==> config.mk <==
export PLATFORM = sky130hd
export DESIGN_NAME = amd_ram
export DESIGN_NICKNAME = d
export VERILOG_FILES = /design/src/adjacency_matrix_dfs_defines.svh /design/src/amd_ram.sv
export SDC_FILE = /design/constraint.sdc
export NUM_CORES = 1
export LEC_CHECK = 0
export BUFFER_PORTS_ARGS = -buffer_cell sky130_fd_sc_hd__buf_4
export CAP_MARGIN = 20
export CORE_MARGIN = 10
export CORE_UTILIZATION = 40
export CTS_BUF_LIST = sky130_fd_sc_hd__clkbuf_4 sky130_fd_sc_hd__clkbuf_8
export CTS_CLUSTER_DIAMETER = 50
export DETAILED_ROUTE_END_ITERATION = 10
export GPL_TIMING_DRIVEN = 0
export PLACE_DENSITY = 0.61
export SKIP_LAST_GASP = 1
export SYNTH_ARGS = -nofsm -noshare
export SYNTH_HDL_FRONTEND = slang
export SYNTH_SLANG_ARGS = --single-unit
==> constraint.sdc <==
create_clock -name clk -period 2.45 [get_ports clk]
set_input_delay 0.49 -clock clk [delete_from_list [all_inputs] [get_ports clk]]
set_output_delay 0.49 -clock clk [all_outputs]
set_load 0.005 [all_outputs]
==> src/adjacency_matrix_dfs_defines.svh <==
// Assertion macros for the adjacency matrix depth-first search block.
`ifndef ADJACENCY_MATRIX_DFS_DEFINES_SVH
`define ADJACENCY_MATRIX_DFS_DEFINES_SVH
`ifndef ASSERT_OFF
`define AMD_ASSERT_IMPL(label, clk, rst_n, prop) \
  label: assert property (@(posedge clk) disable iff (!rst_n) prop) \
    else $error("assertion failed");
`define AMD_ASSERT_NEVER(label, clk, rst_n, cond) \
  label: assert property (@(posedge clk) disable iff (!rst_n) !(cond)) \
    else $error("forbidden condition");
`else
`define AMD_ASSERT_IMPL(label, clk, rst_n, prop)
`define AMD_ASSERT_NEVER(label, clk, rst_n, cond)
`endif
`endif

==> src/amd_ram.sv <==
// Generic single-port RAM with registered read data.
module amd_ram #(
  parameter int Width = 16,
  parameter int Depth = 16
) (
  input  logic                     clk,
  input  logic                     we,
  input  logic [$clog2(Depth)-1:0] addr,
  input  logic [Width-1:0]         wdata,
  output logic [Width-1:0]         rdata
);
  logic [Width-1:0] mem [Depth];

  always_ff @(posedge clk) begin
    if (we) begin
      mem[addr] <= wdata;
    end
    rdata <= mem[addr];
  end
endmodule

==> flow_metrics.tcl <==
set metrics [dict create \
    outcome "finished, final reports clean" \
    number_of_cts_inserted_buffers 44 \
    timing_worst_slew_pin_value_ns 0.9295 \
    synth_simple_gate_area_share_pct 1.922 \
    clockRootBuffer "sky130_fd_sc_hd__clkbuf_8" \
    maxSlewViolCount 0 \
    worst-r2r-setup-slack_ns 1.11 \
    drive_above_1_share_pct 38.20 \
    gp_routability_congestion 0.7510 \
    globalRoute.totalOverflow 0 \
    floorplan.die_area_mm2 0.03179 \
    layout-area-overhead-vs-synth_pct 19.30 \
    synthesis.area_mm2 0.01002 \
    totalPowerFinal_w 0.009630 \
    layout.cells.most_common "sky130_fd_sc_hd__edfxtp_1" \
    final.setup_skew_ns 0.01003 \
    die_x_um 178.3 \
    setup_repair_after_global_routing_missed_its_margin "false" \
    setup_viol_count_final 0 \
    mappedNetlistNets 456 \
    postSynthRegisterBits 272 \
    hpwl_um 14420 \
    wp_data_required_ns 2.69 \
    route.detailed.wl_per_inst_um 24.99 \
    timing.hold.worst.start "wdata[10]" \
    r2r_start "mem[0][15]" \
    cts-htree-levels 2 \
    p_leak_nw 3.904 \
    postRouteWirelength_um 22290 \
    synth.avg_cell_area_um2 23.10 \
    port_buffers 35 \
    critPathKind "input port to flip-flop" \
    postLayoutCoreUtil_pct 48.88 \
    initial_core_util_pct 40.97 \
    tritoncts "done" \
    hp-class "input port to flip-flop" \
    n_fill_cell 1972 \
    highest_count_cells_in_the_layout_ignoring_fill_and_taps "sky130_fd_sc_hd__edfxtp_1, sky130_fd_sc_hd__mux4_2, sky130_fd_sc_hd__clkbuf_8" \
    cpLargestDelayFamily "simple AND/OR/NAND/NOR gates" \
    synth.mux.area_fraction_pct 14.46 \
    post_layout_nonfiller_instances 892 \
    yosys.area.top_type "sky130_fd_sc_hd__edfxtp_1" \
    drt-vias-per-instance 5.383 \
    number_of_global_route_vias_before_repair 5203 \
    min_to "mem[14][10]" \
    remaining_drc_errors 0 \
    via_count 4802 \
    fin_hold_ws_ns 0.2490 \
    worstPathCellList "buf_2 -> clkbuf_1 -> nand2_1 -> nor2_2 -> buf_16" \
    combinational_family_with_the_most_area_after_synthesis "multiplexers" \
    drt_first_iter_violations 342 \
    synthXorXnorAreaFrac_pct 0 \
    num_io_pins 38 \
    max_stage_delay_ns 0.66 \
    crit_path_max_fanout 10 \
    yosysWarnings 0 \
    grt_pass1_wl_um 33000 \
    hold-path-cell-count 1 \
    ctsLongestPathBuffers 3 \
    synth_fa_ha_area_share_pct 0 \
    max_cap_viol_count 0 \
    largest_net_degree_at_the_start_of_global_routing 17 \
    timing.critical_path.buf_inv 3 \
    final_antenna_net_count 0 \
    grt_antenna_before_repair 0 \
    p_per_area_mw_per_mm2 805.3 \
    detail_route.first_pass.iterations 5 \
    overall_routing_resource_usage_pct 14.23 \
    cts.sink_count 272 \
    finalWorstPathRequiredPeriod_ns 2.154 \
    placementRows 57 \
    timing.rr.end "rdata[15]" \
    vdd.ir_drop.worst_mv 0.4733 \
    clock_transition_at_path_regs_ns 0.06 \
    cts.hold.buffers_added 0 \
    synth_sequential_area_ratio_pct 79.89 \
    postCtsSetupBuffers 0 \
    end_kind "flip-flop" \
    die_height_um 178.3 \
    cts_resized 0 \
    min_period_over_period_pct 87.93 \
    max_clock_freq_ghz 0.4642 \
    synthCells 434 \
    compound_cell_area_share_of_the_yosys_netlist_pct 2.397 \
    clk-insertion-delay-late_ns 0.54 \
    ys_top_cells_by_area "sky130_fd_sc_hd__edfxtp_1, sky130_fd_sc_hd__mux4_2, sky130_fd_sc_hd__dfxtp_1, sky130_fd_sc_hd__a22oi_1, sky130_fd_sc_hd__nand2_1" \
    final_hold_viol_count 0 \
    instance_count_after_placement_with_tap_cells_included 812 \
    core_mm2 0.02446 \
    cp_slowest_cell "sky130_fd_sc_hd__nor2_2" \
    netlist-cell-type-count 18 \
    design.final.nets 556 \
    worst_setup_path_start_kind "input port" \
    worst_ep_arrival_time_ns 2.39 \
    rr_worst_depth 3 \
    post-synth-top-area-fraction_pct 76.69 \
    maxSlewHeadroom_pct 38.03 \
    diodes 0 \
]
-- worst max-delay path by stage --
stage,depth (start not counted),start,slack (ns),endpoint
after floorplan,3,addr[1],-0.006,mem[12][0]
after global placement,3,addr[1],-1.54,mem[12][9]
after detailed placement,5,addr[1],-0.25,mem[15][9]
after CTS,5,addr[1],0.32,mem[15][8]
after global routing,5,addr[1],0.24,mem[15][8]
final,5,addr[1],0.30,mem[15][8]
-- cell families after synthesis --
| group | after synthesis |
|---|---|
| compound gates | 32 |
| buf+inv | 23 |
| flops | 272 |
| simple gates | 43 |
| mux | 64 |
-- through the flow --
stage                     setup WS [ns]  TNS (ns)  area, µm²
final                            0.2956         0      11960
after global routing             0.2425         0      11960
after CTS                        0.3159         0      11960
after detailed placement        -0.2503    -14.46      11060
after global placement           -1.544   -209.59      10700
after floorplan               -0.005599   -0.2688      10030
-- metal layers --
layer	global-route usage (%)	vias to the layer above	wire length (µm)	share of wire (%)
met5	0	-	0	0
met4	4.134	0	444	2.0
met3	3.383	39	1538	6.9
met2	23.65	182	11180	50
met1	18.29	2531	9133	41
li1	-	2050	-	-
-- cell usage after synthesis, drive strengths merged --
master	count
nor2	13
mux4	64
nor3	4
or3b	1
buf	9
nand3b	2
nor2b	2
clkbuf	14
nand3	1
nand2	17
a22oi	32
dfxtp	16
nand2b	2
and2	1
edfxtp	256
-- layout make-up --
type | instances | area, µm² | area share, %
plain buffers | 23 | 133.9 | 1.120
clock buffers | 71 | 858.3 | 7.178
clock inverters | 9 | 38.79 | 0.3244
multi-input cells | 139 | 1938 | 16.21
flip-flops and latches | 272 | 8008 | 66.97
well taps | 324 | 405.4 | 3.390
repair buffers | 54 | 575.6 | 4.813
-- where the power goes --
group	switching, W	internal, W	total [W]
combinational	0.000287	0.000232	0.000518
clock	0.00167	0.00221	0.00388
sequential	0.0000274	0.00520	0.00523
-- state kept, by name (all words and copies together), names as in the netlist --
name / count
mem: 256
rdata: 16
-- worst register-to-register path, cell delays in order (launching register included) --
cell                       delay, ns
sky130_fd_sc_hd__edfxtp_1       0.39
sky130_fd_sc_hd__mux4_2         0.47
sky130_fd_sc_hd__a22oi_1        0.23
sky130_fd_sc_hd__nand2_1        0.13
(Power assumes the default switching activity.)
